[config.mk]
export PLATFORM = sky130hd
export DESIGN_NAME = pvm_ctrl
export DESIGN_NICKNAME = d
export VERILOG_FILES = /design/src/sv/pvm_pkg.sv /design/src/sv/pvm_ctrl.sv
export SDC_FILE = /design/constraint.sdc
export NUM_CORES = 1
export LEC_CHECK = 0
export ABC_AREA = 0
export BUFFER_PORTS_ARGS = -buffer_cell sky130_fd_sc_hd__buf_2
export CAP_MARGIN = 10
export CELL_PAD_IN_SITES_DETAIL_PLACEMENT = 1
export CELL_PAD_IN_SITES_GLOBAL_PLACEMENT = 1
export CORE_MARGIN = 2
export CORE_UTILIZATION = 32
export DETAILED_ROUTE_END_ITERATION = 8
export PLACE_DENSITY = 0.86
export SLEW_MARGIN = 30
export SYNTH_ARGS = -nofsm -noshare
export SYNTH_HDL_FRONTEND = slang
export SYNTH_SLANG_ARGS = --single-unit
[constraint.sdc]
create_clock -name clk -period 2 [get_ports clk]
set_clock_uncertainty 0.15 [all_clocks]
set_input_delay 0.1 -clock clk [delete_from_list [all_inputs] [get_ports clk]]
set_output_delay 0.1 -clock clk [all_outputs]
set_load 0.05 [all_outputs]
[src/sv/pvm_pkg.sv]
// ----------------------------------------------------------------------------
// pvm_pkg
// Shared types, codes and helpers of the PCM voice mixer.
// ----------------------------------------------------------------------------
`default_nettype none

package pvm_pkg;

    localparam int VOICES  = 8;
    localparam int VW      = $clog2(VOICES);
    localparam int EFFECTS = 64;
    localparam int EW      = $clog2(EFFECTS);
    localparam int SAW     = 16;

    localparam logic [15:0] MUSIC_GAIN = 16'd11000;

    localparam logic [1:0] CMD_TICK    = 2'd0;
    localparam logic [1:0] CMD_LOAD    = 2'd1;
    localparam logic [1:0] CMD_DEFINE  = 2'd2;
    localparam logic [1:0] CMD_TRIGGER = 2'd3;

    localparam logic [1:0] REG_MUSIC_ENABLE = 2'd0;
    localparam logic [1:0] REG_MUSIC_BASE   = 2'd1;
    localparam logic [1:0] REG_MUSIC_FRAMES = 2'd2;

    typedef struct packed {
        logic [1:0]          cmd;
        logic [15:0]         address;
        logic signed [15:0]  left_in;
        logic signed [15:0]  right_in;
        logic [5:0]          effect_number;
        logic [16:0]         effect_frames;
        logic [15:0]         source_tag;
        logic [15:0]         loudness_q10;
        logic signed [15:0]  pan_q15;
    } item_t;

    typedef struct packed {
        logic signed [15:0] left_out;
        logic signed [15:0] right_out;
    } result_t;

    typedef struct packed {
        logic          accept;
        logic          mus_rd;
        logic          mus_mul;
        logic          eff_rd_trig;
        logic          v_chk;
        logic          v_mul;
        logic          acc_add;
        logic          t_chk;
        logic          t_dec;
        logic          t_g1;
        logic          t_g2;
        logic          emit;
        logic [VW-1:0] voice;
    } ctl_t;

    typedef struct packed {
        logic music_on;
        logic active;
        logic go;
        logic out_free;
    } sts_t;

    function automatic logic [15:0] gain_of(input logic [31:0] n);
        logic [47:0] t;
        t = ({n, 16'b0} - {16'b0, n}) + 48'h0000_4000_0000;
        if (n == 32'd0)
            return 16'd0;
        else if (n[31])
            return 16'hFFFF;
        else
            return t[46:31];
    endfunction

endpackage

`default_nettype wire

[src/sv/pvm_ctrl.sv]
// ----------------------------------------------------------------------------
// pvm_ctrl
// Sequencer: steps ticks and triggers through the voices one at a time.
// ----------------------------------------------------------------------------
`default_nettype none

module pvm_ctrl (
    input  wire logic          clk,
    input  wire logic          rst_n,
    input  wire logic          item_valid,
    output logic               item_ready,
    input  wire logic [1:0]    item_cmd,
    input  wire pvm_pkg::sts_t sts,
    output pvm_pkg::ctl_t      ctl
);
    import pvm_pkg::*;

    localparam logic [3:0] S_IDLE = 4'd0;
    localparam logic [3:0] S_MRD  = 4'd1;
    localparam logic [3:0] S_MMUL = 4'd2;
    localparam logic [3:0] S_MADD = 4'd3;
    localparam logic [3:0] S_VEFF = 4'd4;
    localparam logic [3:0] S_VCHK = 4'd5;
    localparam logic [3:0] S_VMUL = 4'd6;
    localparam logic [3:0] S_VADD = 4'd7;
    localparam logic [3:0] S_OUT  = 4'd8;
    localparam logic [3:0] S_TEFF = 4'd9;
    localparam logic [3:0] S_TCHK = 4'd10;
    localparam logic [3:0] S_TLEN = 4'd11;
    localparam logic [3:0] S_TDEC = 4'd12;
    localparam logic [3:0] S_TG1  = 4'd13;
    localparam logic [3:0] S_TG2  = 4'd14;

    logic [3:0]    state_reg, state_next;
    logic [VW-1:0] voice_reg, voice_next;
    logic          last;

    assign last       = (voice_reg == VW'(VOICES - 1));
    assign item_ready = (state_reg == S_IDLE);

    always_comb
    begin
        state_next = state_reg;
        voice_next = voice_reg;
        ctl        = '0;
        ctl.voice  = voice_reg;
        unique case (state_reg)
            S_IDLE:
            begin
                voice_next = '0;
                if (item_valid)
                begin
                    ctl.accept = 1'b1;
                    if (item_cmd == CMD_TICK)
                        state_next = S_MRD;
                    else if (item_cmd == CMD_TRIGGER)
                        state_next = S_TEFF;
                end
            end
            S_MRD:
            begin
                ctl.mus_rd = 1'b1;
                state_next = sts.music_on ? S_MMUL : S_VEFF;
            end
            S_MMUL:
            begin
                ctl.mus_mul = 1'b1;
                state_next  = S_MADD;
            end
            S_MADD:
            begin
                ctl.acc_add = 1'b1;
                state_next  = S_VEFF;
            end
            S_VEFF:
                state_next = S_VCHK;
            S_VCHK:
            begin
                ctl.v_chk = 1'b1;
                if (sts.active)
                    state_next = S_VMUL;
                else if (last)
                    state_next = S_OUT;
                else
                begin
                    voice_next = voice_reg + 1'b1;
                    state_next = S_VEFF;
                end
            end
            S_VMUL:
            begin
                ctl.v_mul  = 1'b1;
                state_next = S_VADD;
            end
            S_VADD:
            begin
                ctl.acc_add = 1'b1;
                if (last)
                    state_next = S_OUT;
                else
                begin
                    voice_next = voice_reg + 1'b1;
                    state_next = S_VEFF;
                end
            end
            S_OUT:
            begin
                if (sts.out_free)
                begin
                    ctl.emit   = 1'b1;
                    state_next = S_IDLE;
                end
            end
            S_TEFF:
                state_next = S_TCHK;
            S_TCHK:
            begin
                ctl.t_chk = 1'b1;
                if (last)
                    state_next = S_TLEN;
                else
                begin
                    voice_next = voice_reg + 1'b1;
                    state_next = S_TEFF;
                end
            end
            S_TLEN:
            begin
                ctl.eff_rd_trig = 1'b1;
                state_next      = S_TDEC;
            end
            S_TDEC:
            begin
                ctl.t_dec  = 1'b1;
                state_next = sts.go ? S_TG1 : S_IDLE;
            end
            S_TG1:
            begin
                ctl.t_g1   = 1'b1;
                state_next = S_TG2;
            end
            S_TG2:
            begin
                ctl.t_g2   = 1'b1;
                state_next = S_IDLE;
            end
            default:
                state_next = S_IDLE;
        endcase
    end

    always_ff @(posedge clk or negedge rst_n)
    begin
        if (!rst_n)
        begin
            state_reg <= S_IDLE;
            voice_reg <= '0;
        end
        else
        begin
            state_reg <= state_next;
            voice_reg <= voice_next;
        end
    end

endmodule

`default_nettype wire

==> results of run 1 <==
[worst reg2reg max path: stages (launching register included)]
cell and delay [ps]:
dfrtp_1 400, ha_1 210, ha_1 240, and3_1 200
a211oi_1 280, o22ai_2 110
[metal layers]
| metal | GRT usage | up-vias | wire, um |
|---|---|---|---|
| met3 | 0.0415 | 4 | 55 |
| met1 | 0.274 | 322 | 862 |
| met4 | 0.0865 | 0 | 22 |
| met2 | 0.320 | 15 | 985 |
| li1 | - | 325 | - |
| met5 | 0 | - | 0 |
[final timing paths]
path                           endpoint  cells past startpoint    startpoint  slack [ps]
min                        state_reg[2]                      3        sts[3]          10
min reg2reg                voice_reg[2]                      2  voice_reg[2]         420
min in group asynchronous  voice_reg[2]                      2         rst_n          60
max in group asynchronous  voice_reg[0]                      2         rst_n        1480
max                             ctl[14]                      4  state_reg[3]          60
max reg2reg                state_reg[3]                      5  voice_reg[0]         290
[cell usage after synthesis]
| cell | n | share of area |
|---|---|---|
| a31oi_1 | 2 | 0.020 |
| a21boi_0 | 1 | 0.012 |
| and3_1 | 3 | 0.031 |
| clkbuf_1 | 3 | 0.018 |
| buf_2 | 1 | 0.0082 |
| mux2i_1 | 3 | 0.049 |
| and2_1 | 2 | 0.020 |
| a21o_1 | 1 | 0.012 |
| nor3_1 | 4 | 0.033 |
| o311ai_4 | 1 | 0.043 |
| nor2_1 | 10 | 0.061 |
| or2b_1 | 1 | 0.012 |
| a21oi_1 | 1 | 0.0082 |
| or4_4 | 1 | 0.018 |
| xor2_1 | 1 | 0.014 |
| ha_1 | 2 | 0.041 |
| nand2_1 | 9 | 0.055 |
| o21ai_0 | 1 | 0.0082 |
| o22a_1 | 1 | 0.014 |
| and4bb_2 | 1 | 0.020 |
| a211oi_1 | 2 | 0.024 |
| o22ai_2 | 2 | 0.041 |
| o22ai_1 | 1 | 0.010 |
| nor3b_1 | 1 | 0.012 |
| o21bai_1 | 1 | 0.012 |
| nand3b_1 | 1 | 0.012 |
| nand2b_1 | 5 | 0.051 |
| nor2b_1 | 2 | 0.020 |
| inv_1 | 5 | 0.031 |
| dfrtp_1 | 7 | 0.29 |
[cell families (layout without fill, tap and decap cells)]
logic type	count (synthesis)	in the layout	synth area share
and+or+nand+nor	40	40	0.347
muxes	3	3	0.0490
adders and majority gates	2	2	0.0408
AOI/OAI and AO/OA	14	14	0.206
xor gates and xnor gates	1	1	0.0143
DFF	7	7	0.286
buffers and inverters	9	40	0.0571
[power by group through the flow]
stage | logic, uW | clock network [uW] | registers [uW]
after floorplan | 701 | 0 | 270
after global placement | 945 | 0 | 232
after detailed placement | 977 | 0 | 238
after CTS | 984 | 141 | 235
after global routing | 1060 | 149 | 245
final | 981 | 139 | 237
[layout make-up]
cell class,count,area [sq um]
Fill cell,245,918
Multi-Input combinational cell,60,414
Timing Repair Buffer,31,180
Sequential cell,7,175
Tap cell,25,31.3
Clock buffer,4,26.3
Inverter,5,18.8
[through the flow]
step | cell area, sq um | hold slack [ps] | setup WS (ps)
2_1_floorplan | 624 | -346 | 31.4
5_1_grt | 846 | 63.4 | 23.1
4_1_cts | 846 | 6.53 | 53.5
3_3_place_gp | 790 | -210 | 357
6_report | 846 | 12.0 | 62.1
3_5_place_dp | 790 | -206 | 297
[cells in the final DEF (no fill, tap or decap), drive strengths merged, types with 2 or more instances in the layout]
master,instances
buf,28
nor2,10
nand2,9
dfrtp,7
nand2b,5
inv,5
clkbuf,4
nor3,4
and3,3
mux2i,3
dlygate4sd3,3
o22ai,3
nor2b,2
a211oi,2
a31oi,2
ha,2
and2,2
[timing repair]
item                                    in CTS  in global routing
hold endpoints to repair                     9                  0
hold buffers                                 3                  0
endpoints found under the setup margin       0                  0
==> metrics.txt, run 1 <==
outcome complete, no violations; post-DP HPWL 1.45 mm; Worst path slowest cell or4_4; Setup Total Neg Slack 0 ps; Die X 47.8 um; placed insts 125; Worst slew margin 0.779; post-CTS setup buffer count 0; sequential area share after synthesis 0.286; post-layout util 0.479; initial core utilization 0.348; Net Sw Frac 0.562; largest net degree at the start of global routing 16; synthesized netlist cell count 76; Vias/cell 5.05; crit-path max FO 3; crit end category output pin; clk sink count 7; number of synthesized register bits 7; CP Launch Type register; Final period util 0.969; Die H 47.8 um; leakage 0.000439 uW; Seq pwr share 0.175; antenna cells 0; Hold Path Class input pin to register; fin cells 132; P_sw 763 uW; CTS tree done; synthesized net count 87; layout cells sized above 1 0.364; Layout area overhead 38.0%; drt wl/cell 14.6 um; CP Cell Sequence or4_4 > inv_1 > and2_2 > buf_2; MaxCap Viol Count 0; worst vdd ir 713 uV; I/O Buffers 24; DRC 0; first-pass GRT wire length 3.24 mm; CORE AREA 1760 sq um; I/O Pins 25; yosys warns 0; 1st-iter DRT viols 10; CP top delay family simple AND/OR/NAND/NOR gates; critical path type register to output pin; min cycle time layout 1940 ps; CTS clock-pin slew for the worst setup and hold paths 60 ps; total number of vias 666; post_cts resized 0; Post-Synthesis Cell Area 613 sq um; vias in the first global route 693; Routed WL 1.93 mm; Initial DRT Pass Iterations 2; WP data arrival 1690 ps; Synth cell types 30; CTS buffer count 3; Comb pwr share 0.723; row count 15; Clock power frac 0.102; RSZ-0062 raised after global routing false; Worst Path Buf+Inv 2; Avg Cell Area, Syn 8.07 sq um; Layout Nets 119; worst skew pair latency 260 ps; Data required, critical path 1750 ps; GRT Resource Usage Total 0.205; CP max stage delay 580 ps; Root Buffer clkbuf_4; Power Dens Cells 1600 nW/um^2; initial antenna violation count 0; pins over their slew limit 0; grt ovf 0; antenna-violating nets left 0; H-tree levels 1; Finish-stage setup viols 0; Final Hold Viols 0; Fmax 516 MHz; total power 1360 uW; Die ar. 2280 sq um; Slew @ Worst Pin 330 ps; RD Place Congestion 0.777; Largest register FFs 4; CTS max path bufs 2; Internal 594 uW
(Power assumes the default switching activity.)
==> inputs of run 2 (changes only) <==
Settings changed: HOLD_SLACK_MARGIN set to 0.15.
==> run 2 against run 1 <==
Compared with the run above:
- worst setup slack worse by 4.1 ps
- register-to-register slack about the same
- clock-buffer cell count unchanged
- global-route usage up 1.0 points
- critical endpoint unchanged
- largest cell class unchanged
==> metrics.txt, run 2 (synthesized netlist as in run 1, its figures left out) <==
Final period util 0.971; first-pass GRT wire length 3.41 mm; Initial DRT Pass Iterations 3; Routed WL 2.04 mm; Worst path slowest cell or4_4; post_cts resized 0; Power Dens Cells 1560 nW/um^2; CP Launch Type register; CTS max path bufs 2; Layout area overhead 42.9%; leakage 0.000452 uW; antenna-violating nets left 0; Die X 47.8 um; CORE AREA 1760 sq um; grt ovf 0; clk sink count 7; Net Sw Frac 0.563; post-CTS setup buffer count 0; Final Hold Viols 0; I/O Pins 25; CTS tree done; worst skew pair latency 270 ps; worst vdd ir 750 uV; H-tree levels 1; WP data arrival 1690 ps; GRT Resource Usage Total 0.215; total power 1370 uW; MaxCap Viol Count 0; initial antenna violation count 0; Finish-stage setup viols 0; Largest register FFs 4; Slew @ Worst Pin 351 ps; vias in the first global route 719; layout cells sized above 1 0.355; Die H 47.8 um; Internal 598 uW; Worst Path Buf+Inv 2; outcome complete, no violations; Die ar. 2280 sq um; pins over their slew limit 0; Setup Total Neg Slack 0 ps; DRC 0; Vias/cell 5.12; CTS buffer count 3; CP Cell Sequence or4_4 > inv_1 > and2_2 > buf_2; most frequent cells in the layout 24 x buf_2, 10 x nor2_1, 9 x nand2_1, 7 x dfrtp_1, 6 x dlygate4sd3_1; crit-path max FO 3; Layout Nets 122; Seq pwr share 0.174; crit end category output pin; largest net degree at the start of global routing 16; antenna cells 0; CP top delay family simple AND/OR/NAND/NOR gates; Clock power frac 0.105; CTS clock-pin slew for the worst setup and hold paths 60 ps; 1st-iter DRT viols 10; Comb pwr share 0.721; total number of vias 691; RSZ-0062 raised after global routing false; I/O Buffers 24; critical path type register to output pin; drt wl/cell 15.1 um; Fmax 515 MHz; most common cell after layout, fill and taps aside buf_2; Worst slew margin 0.765; initial core utilization 0.348; hold buffer count at cts 6; Root Buffer clkbuf_4; post-layout util 0.496; P_sw 771 uW; min cycle time layout 1940 ps; final hold slack 160 ps; Hold Path Class input pin to register; post-DP HPWL 1.45 mm; CP max stage delay 580 ps; RD Place Congestion 0.777; row count 15; Data required, critical path 1750 ps
-- run 2: metrics by stage --
step,std cells,setup slack (ps),instance area (sq um)
3_3_place_gp,125,357,790
5_1_grt,135,24.2,876
4_1_cts,135,53.5,876
3_5_place_dp,125,297,790
2_1_floorplan,76,31.4,624
6_report,135,58.1,876
-- run 2: power by group through the flow --
| stage | Clock (uW) | Combinational, uW | Sequential (uW) |
|---|---|---|---|
| 2_1_floorplan | 0 | 701 | 270 |
| 4_1_cts | 141 | 989 | 235 |
| 6_report | 143 | 987 | 238 |
| 5_1_grt | 149 | 1070 | 245 |
| 3_3_place_gp | 0 | 945 | 232 |
| 3_5_place_dp | 0 | 977 | 238 |
-- run 2: tightest hold or removal path, delay by kind of cell --
family / cells / cell delay [ps]
AND/OR/NAND/NOR: 1 / 60
AO/OA/AOI/OAI: 3 / 260
buffers and inverters: 1 / 100
-- run 2: final timing paths --
| check | cells past startpoint | end | slack (ps) | startpoint |
|---|---|---|---|---|
| max | 4 | ctl[14] | 60 | state_reg[3] |
| min | 5 | state_reg[3] | 160 | item_cmd[1] |
| max reg2reg | 5 | state_reg[3] | 290 | voice_reg[0] |
| min reg2reg | 2 | voice_reg[2] | 410 | voice_reg[2] |
| max in group asynchronous | 3 | voice_reg[0] | 800 | rst_n |
| min in group asynchronous | 3 | voice_reg[1] | 640 | rst_n |
-- run 2: layer usage --
layer  wire [um]  vias to the layer above  track usage
met5           0                        -            0
met4          51                        0        0.103
met3          60                        5       0.0302
met2        1020                       16        0.349
met1         904                      339        0.279
li1            -                      331            -
-- run 2: layout make-up --
class	instances	area, sq um
multi-input cells	60	414
repair buffers	34	210
flip-flops and latches	7	175
fillers	242	888
inverters	5	18.8
well taps	25	31.3
clock buffers	4	26.3
==> inputs of run 3 (changes only) <==
Settings changed: CORE_UTILIZATION 32 to 35, HOLD_SLACK_MARGIN 0.15 to not set, PLACE_DENSITY 0.86 to 0.92.
Clock period 2 ns to 2.5 ns, I/O delays scaled along.
==> run 3 against run 2 <==
Compared with the run above:
- clock-buffer cell count unchanged
- sequential power increased by 8%
- worst hold slack got worse by 130 ps
- routed wire length decreased by 13%
- clock power decreased by 26%
- register-to-register slack improved by 360 ps
- final area decreased by 10%
- critical path type unchanged
- critical endpoint unchanged
- largest cell class unchanged
- largest power group unchanged
==> metrics.txt, run 3 (synthesized netlist as in run 1, its figures left out) <==
outcome complete, no violations; CP Launch Type register; leakage 0.000410 uW; largest net degree at the start of global routing 17; Worst path slowest cell or4_4; CTS max path bufs 2; Fmax 466 MHz; Vias/cell 5.39; Root Buffer clkbuf_4; Routed WL 1.78 mm; Net Sw Frac 0.573; layer with the highest usage met2; worst skew pair latency 260 ps; vias in the first global route 595; worst r2r path cells 5; Seq pwr share 0.253; RSZ-0062 raised after global routing false; post-layout util 0.464; CTS tree done; post-DP HPWL 1.35 mm; WP data arrival 1870 ps; M2 GR Usage 0.308; Power Dens Cells 1290 nW/um^2; Initial DRT Pass Iterations 4; met1 Usage GRT 0.208; GRT Resource Usage Total 0.182; Worst R2R Setup Slack 650 ps; total power 1020 uW; CTS buffer count 3; I/O Buffers 24; initial antenna violation count 0; Die ar. 2100 sq um; fin cells 119; total number of vias 641; Internal 433 uW; Comb pwr share 0.642; crit end category output pin; post-place instance area 738 sq um; post_cts resized 0; first-pass GRT wire length 2.65 mm; antenna-violating nets left 0; Slew @ Worst Pin 408 ps; FF-to-FF End state_reg[3]; GRT met3 Usage 0.0754; H-tree levels 1; most frequent cells in the layout 24 x buf_2, 10 x nor2_1, 9 x nand2_1, 7 x dfrtp_1; Clock power frac 0.105; Final period util 0.858; most common cell after layout, fill and taps aside buf_2; Data required, critical path 2230 ps; placed insts 113; post-CTS setup buffer count 0; reg2reg start voice_reg[0]; grt ovf 0; Hold Path Class input pin to register; Finish-stage setup viols 0; worst vdd ir 579 uV; crit-path max FO 16; hold buffer count at cts 2; Largest register FFs 4; Fillers 210; MaxCap Viol Count 0; fin area 785 sq um; HP Start sts[1]; 1st-iter DRT viols 8; CORE AREA 1690 sq um; layout cells sized above 1 0.314; CP max stage delay 630 ps; pins over their slew limit 0; DRC 0; CTS clock-pin slew for the worst setup and hold paths 60 ps; antenna cells 0; Setup Total Neg Slack 0 ps; row count 15; Die X 45.9 um; Worst slew margin 0.728; RD Place Congestion 0.780; initial core utilization 0.363; min cycle time layout 2140 ps; Die H 45.9 um; CP Cell Sequence or4_4 > inv_1 > and2_1 > buf_2; Final Hold Viols 0; hold path endpoint state_reg[0]; critical path type register to output pin; drt wl/cell 14.9 um; I/O Pins 25; clk sink count 7; P_sw 582 uW; Layout Nets 114; Layout area overhead 28.0%; WHS Path Cells 3
## run 3: cell count changes in the layout (fill, tap and decap cells not counted), sizes merged
cell	delta
buf	-4
dlygate4sd3	-4
## run 3: worst max path at each step
stage                  from      endpoint  slack (ps)  depth (start not counted)
2_1_floorplan  state_reg[0]       ctl[12]         390                          3
3_3_place_gp   state_reg[3]       ctl[14]         660                          4
3_5_place_dp   voice_reg[0]  state_reg[3]         630                          5
4_1_cts        state_reg[3]       ctl[14]         340                          4
5_1_grt        state_reg[3]       ctl[14]         260                          4
6_report       state_reg[3]       ctl[14]         360                          4
## run 3: metal layers
metal / vias to the layer above / part of all wire
met5: - / 0
met2: 25 / 0.49
met4: 0 / 0.024
met1: 294 / 0.43
met3: 6 / 0.062
li1: 316 / -
## run 3: stage by stage
| stage | hold slack (ps) | setup slack (ps) |
|---|---|---|
| 4_1_cts | 22.2 | 344 |
| 3_5_place_dp | -183 | 634 |
| 6_report | 31.1 | 356 |
| 2_1_floorplan | -321 | 387 |
| 5_1_grt | 26.2 | 258 |
| 3_3_place_gp | -187 | 665 |
## run 3: layout make-up
type / instances / area, sq um / area share
multi-input combinational: 60 / 403 / 0.514
sequential: 7 / 175 / 0.223
timing repair buffer: 26 / 140 / 0.179
clock buffer: 4 / 26.3 / 0.0335
tap: 17 / 21.3 / 0.0271
inverter: 5 / 18.8 / 0.0239
## run 3: power groups by stage
stage               Clock, uW  Sequential, uW  Combinational (uW)
floorplan                   0             216                 550
global placement            0             251                 629
detailed placement          0             255                 651
CTS                       110             255                 657
global route              121             268                 697
finish                    106             257                 652
## run 3: worst max-delay path: cells and delay by family, from the launching register on
family	cells	cell delay, ps
AND/OR/NAND/NOR	2	740
buffers and inverters	2	340
flip-flops	1	520
